`config.mk`:
```
export PLATFORM = sky130hd
export DESIGN_NAME = oxygen_flow_stall_alarm
export DESIGN_NICKNAME = d
export VERILOG_FILES = /design/src/sv/ofsa_pkg.sv /design/src/sv/ofsa_csr.sv /design/src/sv/ofsa_core.sv /design/src/sv/oxygen_flow_stall_alarm.sv
export SDC_FILE = /design/constraint.sdc
export NUM_CORES = 1
export LEC_CHECK = 0
export BUFFER_PORTS_ARGS = -buffer_cell sky130_fd_sc_hd__buf_4
export CORE_MARGIN = 4
export CORE_UTILIZATION = 35
export CTS_BUF_LIST = sky130_fd_sc_hd__clkbuf_2 sky130_fd_sc_hd__clkbuf_4 sky130_fd_sc_hd__clkbuf_8
export CTS_CLUSTER_SIZE = 10
export DETAILED_ROUTE_END_ITERATION = 8
export GPL_TIMING_DRIVEN = 1
export SLEW_MARGIN = 15
export SYNTH_ARGS = -nofsm -noshare
export SYNTH_HDL_FRONTEND = slang
export SYNTH_SLANG_ARGS = --single-unit
```
`constraint.sdc`:
```
create_clock -name clock -period 20.8 [get_ports clock]
set_input_delay 3.12 -clock clock [delete_from_list [all_inputs] [get_ports clock]]
set_output_delay 3.12 -clock clock [all_outputs]
set_load 0.03 [all_outputs]
```
`src/sv/ofsa_pkg.sv`:
```
// Shared types, codes and register constants of the oxygen flow stall alarm.
`default_nettype none

package ofsa_pkg;

   // Alarm state encoding shared by the own alarm and both supply alarms.
   localparam logic [2:0] ALM_FALSE     = 3'd0;
   localparam logic [2:0] ALM_TRUE      = 3'd2;
   localparam logic [2:0] ALM_DISPLAYED = 3'd3;

   // Breath phase encoding.
   localparam logic [2:0] PHASE_DISABLED  = 3'd0;
   localparam logic [2:0] PHASE_INSP_CTRL = 3'd1;
   localparam logic [2:0] PHASE_INSP_TRIG = 3'd2;
   localparam logic [2:0] PHASE_EXHALE    = 3'd3;

   // Configuration register map, one 32-bit word per register.
   localparam int unsigned CSR_ADDR_BITS = 4;
   localparam logic [1:0] REG_MIN_OXYGEN    = 2'd0;
   localparam logic [1:0] REG_CYCLES_NEEDED = 2'd1;
   localparam logic [1:0] REG_FLOW_TOL      = 2'd2;

   localparam logic [6:0]  MIN_OXYGEN_RESET    = 7'd21;
   localparam logic [3:0]  CYCLES_NEEDED_RESET = 4'd3;
   localparam logic [14:0] FLOW_TOL_RESET      = 15'd1;

   localparam logic [3:0] COUNT_MAX = 4'd15;

   typedef struct packed {
      logic [6:0]  min_oxygen_setting;
      logic [3:0]  cycles_needed;
      logic [14:0] flow_tolerance;
   } cfg_type;

   // Input item without the flow sample, whose width is a parameter.
   typedef struct packed {
      logic [2:0] alarm_state;
      logic [2:0] supply_check_alarm;
      logic [2:0] supply_missing_alarm;
      logic [2:0] breath_phase;
      logic [6:0] oxygen_setting;
      logic       full_oxygen_active;
      logic       calibration_running;
   } item_type;

   typedef struct packed {
      logic raise_alarm;
      logic clear_alarm;
      logic error_flag;
   } result_type;

   function automatic logic is_insp(input logic [2:0] phase);
      is_insp = (phase == PHASE_INSP_CTRL) || (phase == PHASE_INSP_TRIG);
   endfunction

endpackage

`default_nettype wire

```
`src/sv/ofsa_csr.sv`:
```
// Configuration registers of the oxygen flow stall alarm behind an APB-style port.
`default_nettype none

module ofsa_csr (
   input  wire logic                                 clock,
   input  wire logic                                 reset,
   input  wire logic                                 psel,
   input  wire logic                                 penable,
   input  wire logic                                 pwrite,
   input  wire logic [ofsa_pkg::CSR_ADDR_BITS-1:0]   paddr,
   input  wire logic [31:0]                          pwdata,
   output logic      [31:0]                          prdata,
   output logic                                      pready,
   output ofsa_pkg::cfg_type                         cfg
);

   logic [6:0]  min_oxygen_ff;
   logic [3:0]  cycles_needed_ff;
   logic [14:0] flow_tol_ff;
   logic        wr_en;
   logic [1:0]  reg_index;

   assign pready    = 1'b1;
   assign wr_en     = psel && penable && pwrite;
   assign reg_index = paddr[3:2];

   always_ff @(posedge clock) begin
      if (reset) begin
         min_oxygen_ff    <= ofsa_pkg::MIN_OXYGEN_RESET;
         cycles_needed_ff <= ofsa_pkg::CYCLES_NEEDED_RESET;
         flow_tol_ff      <= ofsa_pkg::FLOW_TOL_RESET;
      end else if (wr_en) begin
         unique case (reg_index)
            ofsa_pkg::REG_MIN_OXYGEN:    min_oxygen_ff    <= pwdata[6:0];
            ofsa_pkg::REG_CYCLES_NEEDED: cycles_needed_ff <= pwdata[3:0];
            ofsa_pkg::REG_FLOW_TOL:      flow_tol_ff      <= pwdata[14:0];
            default: ;
         endcase
      end
   end

   always_comb begin
      unique case (reg_index)
         ofsa_pkg::REG_MIN_OXYGEN:    prdata = {25'd0, min_oxygen_ff};
         ofsa_pkg::REG_CYCLES_NEEDED: prdata = {28'd0, cycles_needed_ff};
         ofsa_pkg::REG_FLOW_TOL:      prdata = {17'd0, flow_tol_ff};
         default:                     prdata = 32'd0;
      endcase
   end

   assign cfg.min_oxygen_setting = min_oxygen_ff;
   assign cfg.cycles_needed      = cycles_needed_ff;
   assign cfg.flow_tolerance     = flow_tol_ff;

endmodule

`default_nettype wire

```
`src/sv/ofsa_core.sv`:
```
// Breath tracking state and alarm decision logic of the oxygen flow stall alarm.
`default_nettype none

module ofsa_core #(
   parameter int FLOW_BITS = 16
) (
   input  wire logic                        clock,
   input  wire logic                        reset,
   input  wire logic                        step,
   input  wire ofsa_pkg::item_type          item,
   input  wire logic signed [FLOW_BITS-1:0] flow,
   input  wire ofsa_pkg::cfg_type           cfg,
   output ofsa_pkg::result_type             result
);

   // Wide enough for peak minus trough and for the zero-extended tolerance.
   localparam int SW = (FLOW_BITS + 2 > 17) ? FLOW_BITS + 2 : 17;

   logic [2:0]                  prev_phase_ff, prev_phase_in;
   logic [3:0]                  count_ff, count_in;
   logic signed [FLOW_BITS-1:0] trough_ff, trough_in;
   logic signed [FLOW_BITS-1:0] peak_ff, peak_in;

   logic signed [FLOW_BITS-1:0] peak_trk, trough_trk;
   logic signed [SW-1:0]        swing, tol_ext;
   logic                        flat, o2_wanted, breath_end, good_breath;
   logic [3:0]                  count_upd;

   always_comb begin
      // Peak follows inspiration, trough follows exhalation and never goes negative.
      peak_trk = peak_ff;
      if (ofsa_pkg::is_insp(item.breath_phase) && (peak_ff < flow)) begin
         peak_trk = flow;
      end
      trough_trk = trough_ff;
      if (item.breath_phase == ofsa_pkg::PHASE_EXHALE) begin
         if (trough_ff > flow) begin
            trough_trk = flow;
         end
         if (trough_trk < 0) begin
            trough_trk = '0;
         end
      end

      swing   = SW'(peak_trk) - SW'(trough_trk);
      tol_ext = $signed({{(SW-15){1'b0}}, cfg.flow_tolerance});
      flat    = (swing <= tol_ext);

      o2_wanted  = (item.oxygen_setting > cfg.min_oxygen_setting) || item.full_oxygen_active;
      breath_end = ofsa_pkg::is_insp(prev_phase_ff) &&
                   (item.breath_phase == ofsa_pkg::PHASE_EXHALE);
      good_breath = flat && o2_wanted &&
                    (item.supply_check_alarm == ofsa_pkg::ALM_FALSE) &&
                    (item.supply_missing_alarm == ofsa_pkg::ALM_FALSE) &&
                    !item.calibration_running;

      prev_phase_in = item.breath_phase;
      peak_in       = peak_trk;
      trough_in     = trough_trk;
      count_in      = count_ff;
      count_upd     = count_ff;
      result        = '0;

      unique case (item.alarm_state)
         ofsa_pkg::ALM_FALSE: begin
            if (breath_end) begin
               if (good_breath) begin
                  if ((count_ff <= cfg.cycles_needed) && (count_ff != ofsa_pkg::COUNT_MAX)) begin
                     count_upd = count_ff + 4'd1;
                  end
               end else begin
                  count_upd = '0;
               end
               trough_in = peak_trk;
               peak_in   = '0;
            end
            // The count is checked on every tick in the false state.
            if (count_upd == cfg.cycles_needed) begin
               count_in           = '0;
               result.raise_alarm = 1'b1;
            end else begin
               count_in = count_upd;
            end
         end
         ofsa_pkg::ALM_TRUE: begin
         end
         ofsa_pkg::ALM_DISPLAYED: begin
            result.clear_alarm = !flat || !o2_wanted ||
                                 (item.supply_check_alarm >= ofsa_pkg::ALM_TRUE) ||
                                 (item.supply_missing_alarm >= ofsa_pkg::ALM_TRUE) ||
                                 item.calibration_running;
         end
         default: begin
            result.error_flag = 1'b1;
         end
      endcase
   end

   always_ff @(posedge clock) begin
      if (reset) begin
         prev_phase_ff <= ofsa_pkg::PHASE_DISABLED;
         count_ff      <= '0;
         trough_ff     <= '0;
         peak_ff       <= '0;
      end else if (step) begin
         prev_phase_ff <= prev_phase_in;
         count_ff      <= count_in;
         trough_ff     <= trough_in;
         peak_ff       <= peak_in;
      end
   end

   a_result_exclusive: assert property (@(posedge clock) disable iff (reset)
      step |-> $onehot0({result.raise_alarm, result.clear_alarm, result.error_flag}))
      else $error("more than one alarm action in one result");

   a_raise_clears_count: assert property (@(posedge clock) disable iff (reset)
      step && result.raise_alarm |=> count_ff == 4'd0)
      else $error("breath count not cleared after raising the alarm");

   a_phase_follows: assert property (@(posedge clock) disable iff (reset)
      step |=> prev_phase_ff == $past(item.breath_phase))
      else $error("previous phase does not follow the accepted item");

   a_trough_not_negative: assert property (@(posedge clock) disable iff (reset)
      step && (item.breath_phase == ofsa_pkg::PHASE_EXHALE) && !breath_end |=> trough_ff >= 0)
      else $error("trough negative after an exhalation tick");

endmodule

`default_nettype wire

```
`src/sv/oxygen_flow_stall_alarm.sv`:
```
// Top level of the oxygen flow stall alarm: item pipeline, result register and CSRs.
`default_nettype none

// The oxygen flow stall alarm watches one monitoring tick per item. Each item
// carries the flow sample, breath phase, the own and supply alarm states, the
// oxygen setting and the full-oxygen and calibration flags; each item yields
// exactly one result with raise_alarm, clear_alarm and error_flag. The block
// tracks the inspiratory peak and the expiratory trough (clamped at zero) and
// counts consecutive flat breaths at each inspiration-to-exhalation change
// while the alarm is false; reaching cycles_needed raises the alarm, and in
// the displayed state a lost condition clears it. An item is registered on
// acceptance, evaluated against the breath state when it leaves the input
// register and its result is registered, so rsp_valid rises at the edge
// that moves it to the result register; one item is accepted in every
// cycle while rsp_ready is high.
// The result register lets a new item enter while a finished result waits.
// Configuration registers (min_oxygen_setting at 0x0, cycles_needed at 0x4,
// flow_tolerance at 0x8) are written through the APB-style port and should
// only be changed while no item is in flight. The priority-bit updates
// (set 0x0040, clear with mask 0xFFBF) belong to the consumer of the result.

module oxygen_flow_stall_alarm #(
   parameter int FLOW_BITS = 16
) (
   input  wire logic                                clock,
   input  wire logic                                reset,
   // Item input channel.
   input  wire logic                                req_valid,
   output logic                                     req_ready,
   input  wire logic [2:0]                          req_alarm_state,
   input  wire logic [2:0]                          req_supply_check_alarm,
   input  wire logic [2:0]                          req_supply_missing_alarm,
   input  wire logic signed [FLOW_BITS-1:0]         req_oxygen_flow,
   input  wire logic [2:0]                          req_breath_phase,
   input  wire logic [6:0]                          req_oxygen_setting,
   input  wire logic                                req_full_oxygen_active,
   input  wire logic                                req_calibration_running,
   // Result channel.
   output logic                                     rsp_valid,
   input  wire logic                                rsp_ready,
   output logic                                     rsp_raise_alarm,
   output logic                                     rsp_clear_alarm,
   output logic                                     rsp_error_flag,
   // Configuration port.
   input  wire logic                                psel,
   input  wire logic                                penable,
   input  wire logic                                pwrite,
   input  wire logic [ofsa_pkg::CSR_ADDR_BITS-1:0]  paddr,
   input  wire logic [31:0]                         pwdata,
   output logic      [31:0]                         prdata,
   output logic                                     pready
);

   ofsa_pkg::cfg_type           cfg;
   ofsa_pkg::item_type          req_item;
   ofsa_pkg::item_type          s1_item_ff;
   logic signed [FLOW_BITS-1:0] s1_flow_ff;
   logic                        s1_valid_ff;
   logic                        s1_advance;
   ofsa_pkg::result_type        core_result;
   ofsa_pkg::result_type        rsp_result_ff;
   logic                        rsp_valid_ff;

   ofsa_csr u_csr (
      .clock   (clock),
      .reset   (reset),
      .psel    (psel),
      .penable (penable),
      .pwrite  (pwrite),
      .paddr   (paddr),
      .pwdata  (pwdata),
      .prdata  (prdata),
      .pready  (pready),
      .cfg     (cfg)
   );

   assign req_item.alarm_state          = req_alarm_state;
   assign req_item.supply_check_alarm   = req_supply_check_alarm;
   assign req_item.supply_missing_alarm = req_supply_missing_alarm;
   assign req_item.breath_phase         = req_breath_phase;
   assign req_item.oxygen_setting       = req_oxygen_setting;
   assign req_item.full_oxygen_active   = req_full_oxygen_active;
   assign req_item.calibration_running  = req_calibration_running;

   // The registered item is evaluated and leaves the input stage as soon as the
   // result register is empty or is being emptied in the same cycle.
   assign s1_advance = s1_valid_ff && (!rsp_valid_ff || rsp_ready);
   assign req_ready  = !s1_valid_ff || s1_advance;

   always_ff @(posedge clock) begin
      if (reset) begin
         s1_valid_ff  <= 1'b0;
         rsp_valid_ff <= 1'b0;
      end else begin
         if (req_ready) begin
            s1_valid_ff <= req_valid;
         end
         if (s1_advance) begin
            rsp_valid_ff <= 1'b1;
         end else if (rsp_ready) begin
            rsp_valid_ff <= 1'b0;
         end
      end
   end

   always_ff @(posedge clock) begin
      if (req_valid && req_ready) begin
         s1_item_ff <= req_item;
         s1_flow_ff <= req_oxygen_flow;
      end
      if (s1_advance) begin
         rsp_result_ff <= core_result;
      end
   end

   // Breath state advances exactly once per item, when it moves to the result.
   ofsa_core #(
      .FLOW_BITS (FLOW_BITS)
   ) u_core (
      .clock  (clock),
      .reset  (reset),
      .step   (s1_advance),
      .item   (s1_item_ff),
      .flow   (s1_flow_ff),
      .cfg    (cfg),
      .result (core_result)
   );

   assign rsp_valid       = rsp_valid_ff;
   assign rsp_raise_alarm = rsp_result_ff.raise_alarm;
   assign rsp_clear_alarm = rsp_result_ff.clear_alarm;
   assign rsp_error_flag  = rsp_result_ff.error_flag;

endmodule

`default_nettype wire
```
# [Word level (Yosys, flattened, before mapping)]
# Cells that the tools add are included.
# Widths: inputs -> output; s select.
[classes] add_sub_neg=2 n_lt_le_gt_ge=8 n_eq_ne=11 mux=19 n_reduce_logical=35
[op_table] operator="$mux 16" count=9
[op_table] operator="$pmux 15 s3" count=1
[op_table] operator="$mux 4" count=5
[op_table] operator="$le 18x16->1" count=1
[op_table] operator="$sub 16x16->17" count=1
[op_table] operator="$gt 16x16->1" count=1
[op_table] operator="$lt 16x1->1 const B" count=1
[op_table] operator="$lt 16x16->1" count=1
[op_table] operator="$eq 3x2->1 const B" count=5
[op_table] operator="$logic_and 1x1->1" count=11
[op_table] operator="$logic_not 3->1" count=3
[op_table] operator="$logic_or 1x1->1" count=9
[op_table] operator="$reduce_and 2->1" count=4
[op_table] operator="$gt 7x7->1" count=1
[op_table] operator="$eq 3x1->1 const B" count=2
[op_table] operator="$ge 3x2->1 const B" count=2
[op_table] operator="$logic_not 1->1" count=5
[op_table] operator="$add 4x1->4 const B" count=1
[op_table] operator="$eq 4x4->1" count=1
[op_table] operator="$le 4x4->1" count=1
[op_table] operator="$mux 1" count=4
[op_table] operator="$ne 4x4->1 const B" count=1
[op_table] operator="$reduce_or 3->1" count=1
[op_table] operator="$eq 2x1->1 const B" count=1
[op_table] operator="3 further kinds" count=3
[word_totals] register_bits=107 inputBits=80 output_inout_bits=38 wordCells=95

# [Logic depth before layout (Yosys ltp)]
[depth] word_depth=17 mapped_depth=35 depth_no_buf=35

# [By module]
# Synthesis repeated with hierarchy kept, for this count alone.
[unflattened] cells_unflattened=784 area_unflattened_um2=7199.4
[modules_own_cells] mod="ofsa_core" instances=1 cells_each=576 area_per_inst_um2=4434.3 seq_area_each_um2=780.7
[modules_own_cells] mod="ofsa_csr" instances=1 cells_each=158 area_per_inst_um2=1460.2 seq_area_each_um2=520.5
[modules_own_cells] mod="oxygen_flow_stall_alarm" instances=1 cells_each=50 area_per_inst_um2=1305.0 seq_area_each_um2=1241.2

# [Least setup slack after synthesis]
# Ideal clock, no wire load.
[synth_path] path_kind="input-to-output" start="input port paddr[3] (netlist bit)" end="output port prdata[0]" arrival_ns=4.264 required_time_ns=17.680 setup_slack_ns=13.416 path_stages=5 path_buffers=2 path_cell_list="clkbuf_1 -> nor2b_1 -> clkbuf_1 -> nand2_1 -> o21ai_0"
[synth_between] elab_chain_len=2 word_cells_on_any_way=4 cone_classes="eq/ne (2); mux (1); reduce/logical (1)"
[synth_lines] element="from (decl)" line_no="oxygen_flow_stall_alarm.sv:48" text="input wire logic [ofsa_pkg::CSR_ADDR_BITS-1:0] paddr,"
[synth_lines] element="$eq 2x2->1 (tied with other cells)" line_no="ofsa_csr.sv:43" text="unique case (reg_index)"
[synth_lines] element="$pmux 15 s3 *" line_no="ofsa_csr.sv:43"
[synth_lines] element="to (decl)" line_no="oxygen_flow_stall_alarm.sv:50" text="output logic [31:0] prdata,"
# Every way passes the cells marked *; elsewhere a longest branch is shown, timed or not.

# [Final worst setup path]
[layout_path] start="register s1_flow_ff[9]" end="register u_core.count_ff[2]"
[layout_between] elab_chain_len=17 word_cells_on_any_way=20 cone_classes="add/sub (1); order compare (4); eq/ne (1); mux (9); reduce/logical (5)"
[layout_lines] element="from (decl)" line_no="oxygen_flow_stall_alarm.sv:57" text="logic signed [FLOW_BITS-1:0] s1_flow_ff;"
[layout_lines] element="from (signal assigned)" line_no="oxygen_flow_stall_alarm.sv:109" text="s1_flow_ff <= req_oxygen_flow;"
[layout_lines] element="$gt 16x16->1" line_no="ofsa_core.sv:37" text="if (trough_ff > flow) begin"
[layout_lines] element="$mux 16" line_no="ofsa_core.sv:37"
[layout_lines] element="$mux 16" line_no="ofsa_core.sv:36" text="if (item.breath_phase == ofsa_pkg::PHASE_EXHALE) begin"
[layout_lines] element="$lt 16x1->1" line_no="ofsa_core.sv:40" text="if (trough_trk < 0) begin"
[layout_lines] element="$mux 16" line_no="ofsa_core.sv:40"
[layout_lines] element="$mux 16" line_no="ofsa_core.sv:36"
[layout_lines] element="$sub 16x16->17 *" line_no="ofsa_core.sv:45" text="swing = SW'(peak_trk) - SW'(trough_trk);"
[layout_lines] element="$le 18x16->1 *" line_no="ofsa_core.sv:47" text="flat = (swing <= tol_ext);"
[layout_lines] element="$logic_and 1x1->1 * (2 in series)" line_no="ofsa_core.sv:52" text="good_breath = flat && o2_wanted &&"
[layout_lines] element="$logic_and 1x1->1 *" line_no="ofsa_core.sv:53" text="(item.supply_check_alarm == ofsa_pkg::ALM_FALSE) &&"
[layout_lines] element="$logic_and 1x1->1 *" line_no="ofsa_core.sv:54" text="(item.supply_missing_alarm == ofsa_pkg::ALM_FALSE) &&"
[layout_lines] element="$mux 4 *" line_no="ofsa_core.sv:67" text="if (good_breath) begin"
[layout_lines] element="$mux 4 *" line_no="ofsa_core.sv:66" text="if (breath_end) begin"
[layout_lines] element="$mux 4 *" line_no="ofsa_core.sv:64" text="unique case (item.alarm_state)"
[layout_lines] element="$eq 4x4->1" line_no="ofsa_core.sv:78" text="if (count_upd == cfg.cycles_needed) begin"
[layout_lines] element="$mux 4 *" line_no="ofsa_core.sv:78"
[layout_lines] element="to (signal assigned)" line_no="ofsa_core.sv:107" text="count_ff <= count_in;"
[layout_lines] element="to (decl)" line_no="ofsa_core.sv:20" text="logic [3:0] count_ff, count_in;"
# Every way passes the cells marked *; elsewhere a longest branch is shown, timed or not. The select of a mux whose other input is x is not followed.
# A chain may end at the register's enable or synchronous reset.

==> metrics.yaml <==
relSlewSlack_pct: 32.7
yosysSeqAreaShare_pct: 37.0
drc: 0
tightest_slew_ps: 1010
cpPeakStageDelay_ps: 440
grt_pass1_vias: 5480
cts_buffers: 9
clock_skew_ps: 17.9
n_antenna_cell: 0
critical_path_class: "flop to flop"
clock_sinks: 107
synthesis.area_sq_mm: 0.00687
cp_max_fo: 11
hold_class: "flop to flop"
fin_ws_ps: 12990
wl_um: 16700
clockBufferDepth: 2
end_kind: "flop"
die-area_sq_mm: 0.0219
avgSynthCellArea_sq_um: 9.47
max-vdd-ir-drop_uv: 33.5
synthDistinctLibCells: 65
drive_gt1_share_pct: 16.6
cp-start-kind: "flop"
synth_top_area_share_pct: 19.5
setup_viol: 0
pin_count: 118
post_cts_resized: 0
root_buffer: "clkbuf_8"
place.gp.congestion: 0.847
vias_per_cell: 5.18
antenna_found_initial: 0
rows: 50
cts_tree: "built"
maxCapViolations: 0
synth-async-reset-ratio_pct: 0
die_h_um: 148
synth_edf_count: 40
grt_max_degree: 40
cts.clk_slew.worst_paths_ps: 110
synthCells: 725
ant_nets: 0
period_share_pct: 37.5
holdBufCountCts: 0
multi_input_area_sq_mm: 0.00398
grt_pass1_wl_um: 27700
ys.flop_type: "dfxtp_1"
fillers: 1931
yosys.cell_count.top_type: "ha_1"
synth_warnings: 0
crit_slowest_cell: "edfxtp_1"
fin_crit_ps: 7810
die_w_um: 148
cts_setup_buffers: 0
timing.fmax_ghz: 0.128
powerDensity_mw_per_mm2: 61.6
port_buffers: 80
r2r_slack_ps: 12990
arrival_ps: 8110
setup_tns_ps: 0
power.total_uw: 487
finalHoldViolCount: 0
rsz0062_at_grt: "no"
grt_overflow: 0
cp.required_ps: 21110
post_drt_wl_per_cell_um: 15.7
status: "complete, no violations"
area_growth_pct: 15.2
synth_commonest_cells: "74 x ha_1, 70 x nand2_1, 67 x dfxtp_1"
cpMostUsedCell: "a21o_1"
place_ws_ps: 13140
power_leakage_uw: 0.00341
vias: 5507
worstSkewPairLatency_ps: 410
nNetsFinal: 953
finalMaxSlewViolations: 0
final-seq-area_sq_mm: 0.00254
initial_core_util_pct: 36.1
synth_top_area_cell: "dfxtp_1"
grt_usage_pct: 15.5
place_hpwl_um: 12600
synthTopCellsByArea: "dfxtp_1 20%, edfxtp_1 17%, ha_1 13%, nand2_1 3.8%, a21oi_1 2.9%"
htree_num_levels: 3
drt_iter0_markers: 248
dr.pass1.iters: 5
ys_ff_latch: 107
core_sq_mm: 0.0190
-- logic make-up after synthesis --
group	Yosys count	share of synthesized area, %
XOR/XNOR	16	2.04
buffers and inverters	92	6.08
multiplexers	29	4.48
AO/OA/AOI/OAI	198	21.3
adder cells (fa/ha/maj)	75	13.8
AND/OR/NAND/NOR	206	15.2
flip-flops	107	37.0
other	2	0.109
-- routing by layer --
layer  up-vias  wire [um]  GRT usage [%]
li1       2769          -              -
met1      2584       7980           21.2
met2       126       7680           24.9
met3        28        677           2.44
met4         0        371           5.31
met5         -          0              0
-- cell usage in the layout, fill, tap and decap left out, drive strengths merged, types with 5 or more instances in the layout --
master	netlist	routed
or3	7	7
ha	74	74
nand3	10	10
a221o	16	16
and3	5	5
o21a	14	14
buf	24	87
a21oi	41	41
nor3	9	9
mux2i	15	15
xnor2	10	10
xor2	6	6
inv	51	56
conb	2	18
and2	27	27
nand4	11	11
edfxtp	40	40
nand2	70	70
clkbuf	17	9
a211oi	6	6
a22oi	16	16
a211o	8	8
nor2b	14	14
a21o	18	18
o21ai	18	18
mux2	14	14
dfxtp	67	67
nor2	37	37
a22o	19	19
-- final cells by class --
| type | count | share of cell area [%] |
|---|---|---|
| tap | 260 | 4.11 |
| timing repair buffer | 87 | 8.26 |
| clock buffer | 9 | 1.57 |
| inverter | 51 | 2.42 |
| sequential | 107 | 32.1 |
| multi-input combinational | 542 | 50.3 |
| clock inverter | 7 | 1.19 |
-- per-stage QoR --
step           cell area, sq um  hold slack, ps  std cells  utilization, %
4_1_cts                    7910             465       1063            41.6
5_1_grt                    7910             498       1063            41.6
3_5_place_dp               7690             448       1047            40.5
3_3_place_gp               7690             446       1047            40.5
2_1_floorplan              6930             432        741               -
6_report                   7910             463       1063            41.6
-- flip-flops by register name, summed over array words and instances, names as in the netlist, 3 cells and up --
| register | count |
|---|---|
| u_core.count_ff | 4 |
| u_csr.min_oxygen_ff | 7 |
| u_core.peak_ff | 16 |
| s1_item_ff | 21 |
| u_core.trough_ff | 16 |
| u_csr.flow_tol_ff | 15 |
| s1_flow_ff | 16 |
| u_core.prev_phase_ff | 3 |
| u_csr.cycles_needed_ff | 4 |
-- where the power goes --
part | switching [uW] | total (uW) | internal [uW]
Combinational | 64.3 | 115 | 51.1
Clock | 89.5 | 140 | 50.5
Sequential | 6.71 | 232 | 225
-- worst max-delay path, delay by kind of cell, from the launching register on --
kind | cells | cell delay, ps
AO/OA/AOI/OAI | 22 | 4920
XOR/XNOR | 1 | 100
adder cells (fa/ha/maj) | 3 | 970
buffers and inverters | 2 | 370
flip-flops | 1 | 440
AND/OR/NAND/NOR | 6 | 910
-- path summary, 6_finish.rpt --
| check | end | start | cells after the start |
|---|---|---|---|
| worst max register to register | u_core.count_ff[2] | s1_flow_ff[9] | 34 |
| worst max-delay path | u_core.count_ff[2] | s1_flow_ff[9] | 34 |
| worst min-delay path | u_core.prev_phase_ff[2] | u_core.prev_phase_ff[2] | 2 |
| worst min register to register | u_core.prev_phase_ff[2] | u_core.prev_phase_ff[2] | 2 |
No activity file was read; power rests on OpenSTA's default activity.
